--- config.mk ---
export PLATFORM = sky130hd
export DESIGN_NAME = adx_adpcm_decoder
export DESIGN_NICKNAME = d
export VERILOG_FILES = /design/src/hdl/adx_pkg.sv /design/src/hdl/adx_adpcm_decoder.sv /design/src/hdl/adx_front.sv /design/src/hdl/adx_fifo.sv /design/src/hdl/adx_core.sv
export SDC_FILE = /design/constraint.sdc
export NUM_CORES = 2
export LEC_CHECK = 0
export ABC_AREA = 1
export BUFFER_PORTS_ARGS = -buffer_cell sky130_fd_sc_hd__buf_2
export CORE_MARGIN = 2
export CORE_UTILIZATION = 40
export DETAILED_ROUTE_END_ITERATION = 8
export SYNTH_ARGS = -nofsm -noshare
export SYNTH_HDL_FRONTEND = slang
export SYNTH_SLANG_ARGS = --single-unit
export TNS_END_PERCENT = 1
--- constraint.sdc ---
create_clock -name clk -period 9.6 [get_ports clk]
set_clock_uncertainty 0.2 [all_clocks]
set_input_delay 0.48 -clock clk [delete_from_list [all_inputs] [get_ports clk]]
set_output_delay 0.48 -clock clk [all_outputs]
set_load 0.1 [all_outputs]
--- src/hdl/adx_pkg.sv ---
// Shared types and constants for the ADX ADPCM decoder.
package adx_pkg;

  localparam int NUM_CHANNELS_DEF = 2;
  localparam int FRAME_BYTES_DEF  = 18;
  localparam int QUEUE_DEPTH      = 2;

  localparam int BYTE_W   = 8;
  localparam int SCALE_W  = 17;
  localparam int COEF_W   = 13;
  localparam int SAMPLE_W = 16;
  localparam int CFG_IDX_W = 1;

  localparam int PRED_SHIFT = 12;
  localparam int SAMPLE_MAX = 32767;
  localparam int SAMPLE_MIN = -32768;

  localparam logic [COEF_W-1:0] COEF_ONE_RST = 13'd7334;
  localparam logic [COEF_W-1:0] COEF_TWO_RST = 13'h132C; // -3284

  typedef enum logic [CFG_IDX_W-1:0] {
    REG_COEF_ONE = 1'b0,
    REG_COEF_TWO = 1'b1
  } cfg_reg_t;

  // One data byte waiting for decode, with the scale of its frame.
  typedef struct packed {
    logic [BYTE_W-1:0]  data_byte;
    logic               chan_sel;
    logic [SCALE_W-1:0] scale;
  } adx_item_t;

  typedef struct packed {
    logic      valid;
    adx_item_t item;
  } adx_push_t;

endpackage

--- src/hdl/adx_adpcm_decoder.sv ---
// Top level of the ADX 4-bit ADPCM decoder.
//
//   port group   dir   beat contents
//   in_*         in    data_byte, chan_sel (one frame byte)
//   out_*        out   pcm_sample, chan_out, last_of_byte (one sample)
//   cfg_*        in    cfg_idx selects coefficient, cfg_wdata value
//
// The decode core handles each data byte one nibble at a time, high nibble first, since the
// low nibble's prediction needs the high nibble's sample in the channel history.
// Scale bytes are consumed by the front end and produce no output.
// Synchronous active-low reset clears frame position, scale, history and queue.
// A stalled output holds the core; the 2-entry queue lets input run on until full.
module adx_adpcm_decoder #(
  parameter int NUM_CHANNELS = adx_pkg::NUM_CHANNELS_DEF,
  parameter int FRAME_BYTES  = adx_pkg::FRAME_BYTES_DEF
) (
  input  logic                                clk,
  input  logic                                rst_n,
  input  logic                                in_valid,
  output logic                                in_stall,
  input  logic [adx_pkg::BYTE_W-1:0]          in_data_byte,
  input  logic                                in_chan_sel,
  output logic                                out_valid,
  input  logic                                out_stall,
  output logic signed [adx_pkg::SAMPLE_W-1:0] out_pcm_sample,
  output logic                                out_chan_out,
  output logic                                out_last_of_byte,
  input  logic                                cfg_we,
  input  logic [adx_pkg::CFG_IDX_W-1:0]       cfg_idx,
  input  logic [adx_pkg::COEF_W-1:0]          cfg_wdata
);

  logic [adx_pkg::COEF_W-1:0]        coef_one_r;
  logic signed [adx_pkg::COEF_W-1:0] coef_two_r;
  adx_pkg::adx_push_t                push;
  adx_pkg::adx_item_t                q_item;
  logic                              q_full, q_valid, q_pop;

  always_ff @(posedge clk) begin
    if (!rst_n) begin
      coef_one_r <= adx_pkg::COEF_ONE_RST;
      coef_two_r <= adx_pkg::COEF_TWO_RST;
    end else if (cfg_we) begin
      case (adx_pkg::cfg_reg_t'(cfg_idx))
        adx_pkg::REG_COEF_ONE: coef_one_r <= cfg_wdata;
        adx_pkg::REG_COEF_TWO: coef_two_r <= cfg_wdata;
        default: ;
      endcase
    end
  end

  adx_front #(
    .FRAME_BYTES (FRAME_BYTES)
  ) u_front (
    .clk          (clk),
    .rst_n        (rst_n),
    .in_valid     (in_valid),
    .in_stall     (in_stall),
    .in_data_byte (in_data_byte),
    .in_chan_sel  (in_chan_sel),
    .q_full       (q_full),
    .push         (push)
  );

  adx_fifo #(
    .DEPTH (adx_pkg::QUEUE_DEPTH)
  ) u_fifo (
    .clk      (clk),
    .rst_n    (rst_n),
    .push     (push),
    .full     (q_full),
    .rd_valid (q_valid),
    .pop      (q_pop),
    .rd_item  (q_item)
  );

  adx_core #(
    .NUM_CHANNELS (NUM_CHANNELS)
  ) u_core (
    .clk              (clk),
    .rst_n            (rst_n),
    .coef_one         (coef_one_r),
    .coef_two         (coef_two_r),
    .q_valid          (q_valid),
    .q_item           (q_item),
    .q_pop            (q_pop),
    .out_valid        (out_valid),
    .out_stall        (out_stall),
    .out_pcm_sample   (out_pcm_sample),
    .out_chan_out     (out_chan_out),
    .out_last_of_byte (out_last_of_byte)
  );

endmodule

--- src/hdl/adx_front.sv ---
// Front end: frame position tracking, scale capture and data byte dispatch.
module adx_front #(
  parameter int FRAME_BYTES = adx_pkg::FRAME_BYTES_DEF
) (
  input  logic                          clk,
  input  logic                          rst_n,
  input  logic                          in_valid,
  output logic                          in_stall,
  input  logic [adx_pkg::BYTE_W-1:0]    in_data_byte,
  input  logic                          in_chan_sel,
  input  logic                          q_full,
  output adx_pkg::adx_push_t            push
);

  localparam int POS_W = $clog2(FRAME_BYTES);
  localparam logic [POS_W-1:0] POS_SCALE_HI = POS_W'(0);
  localparam logic [POS_W-1:0] POS_SCALE_LO = POS_W'(1);
  localparam logic [POS_W-1:0] POS_LAST     = POS_W'(FRAME_BYTES - 1);

  logic [POS_W-1:0]            pos_r, pos_nxt;
  logic [adx_pkg::SCALE_W-1:0] scale_r, scale_nxt;
  logic                        is_data;
  logic                        accept;

  assign is_data  = (pos_r != POS_SCALE_HI) && (pos_r != POS_SCALE_LO);
  assign in_stall = is_data && q_full;
  assign accept   = in_valid && !in_stall;

  always_comb begin
    pos_nxt   = pos_r;
    scale_nxt = scale_r;
    if (accept) begin
      pos_nxt = (pos_r == POS_LAST) ? POS_SCALE_HI : pos_r + POS_W'(1);
      if (pos_r == POS_SCALE_HI) begin
        scale_nxt = {1'b0, in_data_byte, 8'h00};
      end else if (pos_r == POS_SCALE_LO) begin
        scale_nxt = {1'b0, scale_r[15:8], in_data_byte} + adx_pkg::SCALE_W'(1);
      end
    end
  end

  always_ff @(posedge clk) begin
    if (!rst_n) begin
      pos_r   <= POS_SCALE_HI;
      scale_r <= '0;
    end else begin
      pos_r   <= pos_nxt;
      scale_r <= scale_nxt;
    end
  end

  assign push.valid          = accept && is_data;
  assign push.item.data_byte = in_data_byte;
  assign push.item.chan_sel  = in_chan_sel;
  assign push.item.scale     = scale_r;

endmodule

--- src/hdl/adx_fifo.sv ---
// Short queue of data bytes between the front end and the decode core.
module adx_fifo #(
  parameter int DEPTH = adx_pkg::QUEUE_DEPTH
) (
  input  logic               clk,
  input  logic               rst_n,
  input  adx_pkg::adx_push_t push,
  output logic               full,
  output logic               rd_valid,
  input  logic               pop,
  output adx_pkg::adx_item_t rd_item
);

  localparam int PTR_W = (DEPTH > 1) ? $clog2(DEPTH) : 1;
  localparam int CNT_W = $clog2(DEPTH + 1);
  localparam logic [PTR_W-1:0] PTR_LAST = PTR_W'(DEPTH - 1);

  adx_pkg::adx_item_t mem [DEPTH];
  logic [PTR_W-1:0]   wr_ptr_r, rd_ptr_r;
  logic [CNT_W-1:0]   cnt_r;
  logic               do_wr, do_rd;

  assign full     = (cnt_r == CNT_W'(DEPTH));
  assign rd_valid = (cnt_r != '0);
  assign do_wr    = push.valid && !full;
  assign do_rd    = pop && rd_valid;
  assign rd_item  = mem[rd_ptr_r];

  always_ff @(posedge clk) begin
    if (do_wr) begin
      mem[wr_ptr_r] <= push.item;
    end
  end

  always_ff @(posedge clk) begin
    if (!rst_n) begin
      wr_ptr_r <= '0;
      rd_ptr_r <= '0;
      cnt_r    <= '0;
    end else begin
      if (do_wr) begin
        wr_ptr_r <= (wr_ptr_r == PTR_LAST) ? '0 : wr_ptr_r + PTR_W'(1);
      end
      if (do_rd) begin
        rd_ptr_r <= (rd_ptr_r == PTR_LAST) ? '0 : rd_ptr_r + PTR_W'(1);
      end
      case ({do_wr, do_rd})
        2'b10:   cnt_r <= cnt_r + CNT_W'(1);
        2'b01:   cnt_r <= cnt_r - CNT_W'(1);
        default: cnt_r <= cnt_r;
      endcase
    end
  end

endmodule

--- src/hdl/adx_core.sv ---
// Decode core: per-nibble prediction, saturation, channel history, output register.
module adx_core #(
  parameter int NUM_CHANNELS = adx_pkg::NUM_CHANNELS_DEF
) (
  input  logic                              clk,
  input  logic                              rst_n,
  input  logic [adx_pkg::COEF_W-1:0]        coef_one,
  input  logic signed [adx_pkg::COEF_W-1:0] coef_two,
  input  logic                              q_valid,
  input  adx_pkg::adx_item_t                q_item,
  output logic                              q_pop,
  output logic                              out_valid,
  input  logic                              out_stall,
  output logic signed [adx_pkg::SAMPLE_W-1:0] out_pcm_sample,
  output logic                              out_chan_out,
  output logic                              out_last_of_byte
);

  localparam int CH_W   = (NUM_CHANNELS > 1) ? $clog2(NUM_CHANNELS) : 1;
  localparam int TERM_W = 22;
  localparam int PSUM_W = 31;
  localparam int SW     = adx_pkg::SAMPLE_W;

  typedef enum logic [1:0] {ST_IDLE, ST_HIGH, ST_LOW} state_t;

  state_t                 state_r, state_nxt;
  adx_pkg::adx_item_t     item_r;
  logic signed [SW-1:0]   hist_rec_r [NUM_CHANNELS];
  logic signed [SW-1:0]   hist_old_r [NUM_CHANNELS];
  logic                   out_valid_r;
  logic signed [SW-1:0]   out_sample_r;
  logic                   out_chan_r;
  logic                   out_last_r;

  logic                   active, fire, load;
  logic [CH_W-1:0]        ch_idx;
  logic [3:0]             nib;
  logic signed [20:0]     scale_term;
  logic signed [29:0]     prod_one;
  logic signed [28:0]     prod_two;
  logic signed [PSUM_W-1:0] psum;
  logic signed [TERM_W-1:0] sum;
  logic signed [SW-1:0]   sample;

  assign active = (state_r != ST_IDLE);
  assign fire   = active && (!out_valid_r || !out_stall);
  assign load   = q_valid && ((state_r == ST_IDLE) || ((state_r == ST_LOW) && fire));
  assign q_pop  = load;

  assign ch_idx = (32'(item_r.chan_sel) >= NUM_CHANNELS) ? CH_W'(NUM_CHANNELS - 1)
                                                         : CH_W'(item_r.chan_sel);
  assign nib = (state_r == ST_LOW) ? item_r.data_byte[3:0] : item_r.data_byte[7:4];

  assign scale_term = $signed(nib) * $signed({1'b0, item_r.scale});
  assign prod_one   = $signed({1'b0, coef_one}) * hist_rec_r[ch_idx];
  assign prod_two   = coef_two * hist_old_r[ch_idx];
  assign psum       = PSUM_W'(prod_one) + PSUM_W'(prod_two);
  assign sum        = TERM_W'(scale_term) + TERM_W'(psum >>> adx_pkg::PRED_SHIFT);

  always_comb begin
    if (sum > TERM_W'(adx_pkg::SAMPLE_MAX)) begin
      sample = SW'(adx_pkg::SAMPLE_MAX);
    end else if (sum < TERM_W'(adx_pkg::SAMPLE_MIN)) begin
      sample = SW'(adx_pkg::SAMPLE_MIN);
    end else begin
      sample = SW'(sum);
    end
  end

  always_comb begin
    state_nxt = state_r;
    case (state_r)
      ST_IDLE: if (load) state_nxt = ST_HIGH;
      ST_HIGH: if (fire) state_nxt = ST_LOW;
      ST_LOW:  if (fire) state_nxt = load ? ST_HIGH : ST_IDLE;
      default: state_nxt = ST_IDLE;
    endcase
  end

  always_ff @(posedge clk) begin
    if (!rst_n) begin
      state_r     <= ST_IDLE;
      out_valid_r <= 1'b0;
      for (int i = 0; i < NUM_CHANNELS; i++) begin
        hist_rec_r[i] <= '0;
        hist_old_r[i] <= '0;
      end
    end else begin
      state_r <= state_nxt;
      if (load) begin
        item_r <= q_item;
      end
      if (fire) begin
        out_valid_r        <= 1'b1;
        out_sample_r       <= sample;
        out_chan_r         <= ch_idx[0];
        out_last_r         <= (state_r == ST_LOW);
        hist_old_r[ch_idx] <= hist_rec_r[ch_idx];
        hist_rec_r[ch_idx] <= sample;
      end else if (!out_stall) begin
        out_valid_r <= 1'b0;
      end
    end
  end

  assign out_valid        = out_valid_r;
  assign out_pcm_sample   = out_sample_r;
  assign out_chan_out     = out_chan_r;
  assign out_last_of_byte = out_last_r;

endmodule

== After elaboration in Yosys (flattened, before gate mapping) ==
Memory sizes are Yosys's and may differ from the RTL's. A register that Yosys moved wholly into a read port is not among the register bits.
Index checks and enable logic that the tools add are counted.
Storage, ports and cells
  memories kept: 3
  word-level logic and storage cells: 99
  RAM bits: 116
  bits in registers: 73
  latch bits: 0
  memory bits (read-only): 0
Cells by class
  $mul: 3
  shifts and indexed selects: 0
  magnitude comparators: 2
  equal/unequal tests: 12
  bitwise operators: 1
  mux-type cells: 28
  div/mod/pow operators: 0
  reductions and logical operators: 30
  add/sub/neg operators: 8
Memories
  u_fifo.mem: depth 2, bits a word 26, read ports 1, clocked after memory_dff 1, wr ports 1, RTL line adx_fifo.sv:18  | adx_pkg::adx_item_t mem [DEPTH];
  u_core.hist_old_r: depth 2, bits a word 16, read ports 1, clocked after memory_dff 0, wr ports 2, RTL line adx_core.sv:29  | logic signed [SW-1:0] hist_old_r [NUM_CHANNELS];
  u_core.hist_rec_r: depth 2, bits a word 16, read ports 1, clocked after memory_dff 0, wr ports 2, RTL line adx_core.sv:28  | logic signed [SW-1:0] hist_rec_r [NUM_CHANNELS];
Operators with widths (number)
  $mux 16: 4
  $mux 17: 2
  $reduce_or 16->1: 2
  $add 30x29->31: 1
  $mul 14x16->30: 1
  $mul 13x16->29: 1
  $add 21x19->22: 1
  $gt 22x16->1 const B: 1
  $lt 22x16->1 const B: 1
  $mul 4x18->21: 1
  $add 16x1->17 const B: 1
  $mux 1: 15
  $reduce_and 2->1: 5
  $logic_and 1x1->1: 9
  $ne 2x1->1 const B: 4
  $reduce_bool 2->1: 4
  $eq 2x2->1 const B: 3
  $mux 2: 3
  $pmux 2 s3: 1
  $add 5x1->5 const B: 1
  $eq 5x1->1 const B: 1
  $eq 5x5->1 const B: 1
  $logic_not 5->1: 1
  $mux 5: 1
  13 further kinds: 19

== Logic depth before layout (Yosys ltp) ==
  depth in word-level cells: 9
  gate-level depth with buffers: 48
  depth with buffers taken out: 45

== Cells and area by module ==
A second synthesis with hierarchy kept.
Unflattened totals
  cells, all modules: 3251
  area, all modules: 28527.4 um2
Modules (own cells, without submodules)
  adx_core: cells an instance 2765, area an instance 23766.5 um2, instances 1
  adx_fifo: cells an instance 119, area an instance 2225.9 um2, instances 1
  adx_front: cells an instance 237, area an instance 1501.4 um2, instances 1
  adx_adpcm_decoder: cells an instance 130, area an instance 1033.5 um2, instances 1

== Least setup slack after synthesis ==
OpenSTA, ideal clock, no wires.
  kind: reg-to-reg
  from: reg u_core.item_r (netlist bit u_core.ch_idx)
  to: mem u_core.hist_rec_r[1][10] (netlist bit), data pin
  data arrival time: 8.131 ns
  buffers on the path: 3
  period minus slack after synthesis: 8.609 ns
  setup slack: 0.991 ns
  cell stages (with the launch flop): 40
  cells stage by stage: edfxtp_1 > clkbuf_1 > mux2i_1 > clkbuf_1 > nor2_1 > fa_1 > fa_1 > fa_1 > inv_1 > fa_1 > inv_1 > fa_1 > inv_1 > fa_1 > fa_1 > inv_1 > ha_1 > a21oi_1 > [4 not listed] > a21oi_1 > inv_1 > nand2_1 > nand2_1 > ha_1 > nand2_1 > nor2_1 > inv_1 > nor2_1 > nand3b_1 > nand3_1 > nand2_1 > nand2_1 > nand2_1 > nand3b_4 > nand2_4 > buf_6 > a21oi_2
RTL lines
  start: declaration: RTL line adx_core.sv:27  | adx_pkg::adx_item_t item_r;
  start signal: assignment: RTL line adx_core.sv:91  | item_r <= q_item;
  end: declaration: RTL line adx_core.sv:28

==> flow_summary_export.csv <==
group,metric,value,unit
run_status,status,"complete, no violations",
critical_path,slowest_delay,0.58,ns
timing,period_minus_slack,9.273,ns
critical_path,r2r_end,"u_core.hist_rec_r[1][3]",
route,route.vias.total,21079,
run,maxCapViolCount,0,
timing,min_period_over_period,0.9660,
critical_path,path_delay_family,"adder cells",
yosys,netlist.area_leader.share,0.3468,
yosys,syn_inst,3226,
critical_path,cp_max_fo,23,
critical_path,crit_cells,39,
critical_path,r2r_setup_slack,0.33,ns
route,drc_errors,0,
critical_path,cpMostUsedCell,"fa_1",
grt,track_usage,0.2188,
yosys,synth.area.top_cells,"fa_1, edfxtp_1, inv_1",
grt,grt-ovfl-total,0,
critical_path,critPathCapture,"u_core.hist_rec_r[1][3]",
yosys,ys.flop_type,"edfxtp_1",
clocking,cts_tree,"done",
timing,max_freq,0.1078,GHz
layout,syn2layout_area_growth,11.93,%
critical_path,path_class,"flip-flop to flip-flop",
placement,port_buffers,47,
critical_path,crit_required,9.70,ns
placement,dp_worst_setup_slack,0.1453,ns
floorplan,coreArea,0.07003,sq mm
placement,place.detailed.hpwl,65.54,mm
yosys,syn_nets,3936,
grt,grt_pass1_vias,21799,
route,via_per_inst,4.870,
layout,nNetsFinal,4078,
yosys,synth_edf_count,160,
critical_path,worstPathArrival,9.37,ns
critical_path,endpoint_kind,"flip-flop",
yosys,synth_top_area_cell,"fa_1",
yosys,syn_avg_cell_area,8.767,sq um
yosys,synth_async_sr_flop_share,0,
yosys,ys_warn_count,0,
critical_path,timing.rr.start,"u_core.ch_idx",
layout,drive_gt1_frac,0.1119,
timing,hold_viol,0,
floorplan,pin_count,48,
hold_path,hold_path.class,"input pin to flip-flop",
clocking,numCtsBuffers,26,
floorplan,rows,97,
yosys,syn_area,0.02828,sq mm
floorplan,die_w,269.9,microns
clocking,clkLatencyLatePin,0.58,ns
floorplan,fp.dieH,269.9,microns
critical_path,startpoint_type,"flip-flop",
timing,slew_viol_final,0,
grt,antenna_found_initial,2,
grt,grt_max_degree,39,
clocking,clockBufferDepth,3,
timing,setup_viol,0,
timing,tightestPinTransition,0.9582,ns
clocking,cts_sinks,215,
route,wire_per_inst,18.20,microns
clocking,clk_pin_slew_worst_paths,0.07,ns
layout,diodes,0,
timing,relSlewSlack,0.3612,
route,drtAntennaViolNets,0,
placement,gp_congestion,0.9511,
grt,grt_pass1_wl,124.0,mm
clocking,cts_root_buffer,"clkbuf_16",
route,dr.pass1.iters,6,
critical_path,crit_buf_inv,10,
floorplan,initial_utilization,0.4039,
floorplan,die-area,0.07285,sq mm
critical_path,slowest_stage,"fa_1",
timing,setup_ws,0.3268,ns
critical_path,startpoint,"u_core.ch_idx",
route,drtIter0Drc,1557,
clocking,htreeDepth,1,
yosys,ys_types,54,
yosys,ys_seq_area_frac,0.2088,
route,wirelength,78.79,mm
yosys,ys_ff_latch,215,
critical_path,reg2regPathDepth,39,
## flip-flops by register name, indices dropped and copies added (netlist names)
name and flops:
u_core.ch_idx 1, u_core.out_valid 1, coef_two_r 13, u_front.scale_r 17, u_fifo.cnt_r 2, u_core.out_last_of_byte 1
u_core.out_pcm_sample 16, u_fifo.rd_ptr_r 1, u_front.pos_r 5, u_core.item_r 25, u_core.state_r 2, u_core.hist_rec_r 32
coef_one_r 13, u_core.out_chan_out 1, u_fifo.wr_ptr_r 1, u_fifo.mem 52, u_core.hist_old_r 32
## cells in the mapped netlist (all sizes together) (2+ instances only)
cell and n:
nand3b 6, inv 771, a221oi 3, a31oi 9, a22oi 3, nor4 5, clkbuf 65, nor2 334
ha 192, buf 15, a211oi 3, and2 2, nor3 24, dfxtp 55, or2 47, fa 490
o31ai 2, o21bai 2, xnor2 23, edfxtp 160, a21o 3, nand2 644, o21a 6, nand3 53
clkinv 8, a21oi 135, o21ai 83, a32oi 3, o2111ai 3, xor2 37, o211ai 17, nand4 17
## how the worst min path moves through the flow
stage / slack (ns) / cells past startpoint / from / endpoint
after CTS: 0.0007 / 1 / in_data_byte[6] / u_fifo.mem[0][24]
after global routing: 0.02 / 1 / in_data_byte[7] / u_fifo.mem[0][25]
after detailed placement: 0.24 / 0 / u_front.scale_r[16] / u_fifo.mem[1][16]
after floorplan: 0.22 / 0 / u_front.scale_r[16] / u_fifo.mem[0][16]
after global placement: 0.24 / 0 / u_front.scale_r[2] / u_fifo.mem[1][2]
final: 0.02 / 1 / in_data_byte[7] / u_fifo.mem[0][25]
## metrics by stage
stage               hold WS, ns  instances  TNS [ns]  instance area [sq um]  utilization
floorplan                0.2203       3226         0                  28280            -
global placement         0.2387       4237         0                  30200       0.4313
detailed placement       0.2432       4237         0                  30200       0.4313
CTS                   0.0007094       4300         0                  31220       0.4459
global route            0.02040       4328  -0.01133                  31660       0.4521
finish                  0.01779       4328         0                  31660       0.4521
## area by class of cell
cell class / count / area [sq um]
Tap cell: 940 / 1176
Inverter: 779 / 2943
Sequential cell: 215 / 5906
Timing Repair Buffer: 192 / 1468
Clock inverter: 14 / 171.4
Timing Repair inverter: 2 / 15.01
Clock buffer: 34 / 700.7
Multi-Input combinational cell: 2152 / 19280
Fill cell: 6836 / 38370
## cells in the final DEF (no fill, tap or decap), types with 11 or more instances in the layout
cell | Yosys | layout
a21oi_2 | 20 | 25
ha_1 | 192 | 183
nor3_1 | 22 | 20
o211ai_1 | 17 | 17
edfxtp_1 | 160 | 160
xnor2_1 | 23 | 23
clkbuf_16 | 0 | 27
nor2_1 | 326 | 321
nand2_2 | 6 | 11
inv_1 | 760 | 753
inv_2 | 11 | 14
or2_2 | 45 | 45
xor2_1 | 37 | 35
dlygate4sd3_1 | 0 | 15
nand2_1 | 626 | 621
o21ai_0 | 71 | 67
buf_2 | 6 | 48
buf_4 | 1 | 120
nor2_2 | 6 | 11
fa_1 | 490 | 487
dfxtp_1 | 55 | 55
nand3_1 | 48 | 48
nand4_1 | 17 | 17
a21oi_1 | 115 | 110
## layer usage
layer,track usage,vias to the layer above,share of wire
li1,-,9995,-
met3,0.04045,154,0.068
met4,0.07076,4,0.036
met5,0,-,0.00033
met2,0.3540,657,0.47
met1,0.2970,10269,0.43
## kinds of logic (layout without fill, tap and decap cells)
group                      count (synthesis)  count (layout)  share of synthesized area
buffers and inverters                    859            1021                     0.1158
DFF                                      215             215                     0.2088
muxes                                      1               1                  0.0003539
and+or+nand+nor                         1132            1132                     0.1672
adders and majority gates                682             682                     0.4318
xor gates and xnor gates                  60              60                    0.01858
AOI/OAI and AO/OA                        277             277                    0.05755
## timing repair
item	in CTS	in global routing
hold buffers	15	0
buffers inserted	0	25
resized for setup	0	51
setup endpoints to repair	0	45
hold endpoints to repair	24	0
Power is left out: the tool's default activity adds up to more than one toggle a clock period on the data nets, which glitch-free logic cannot reach.
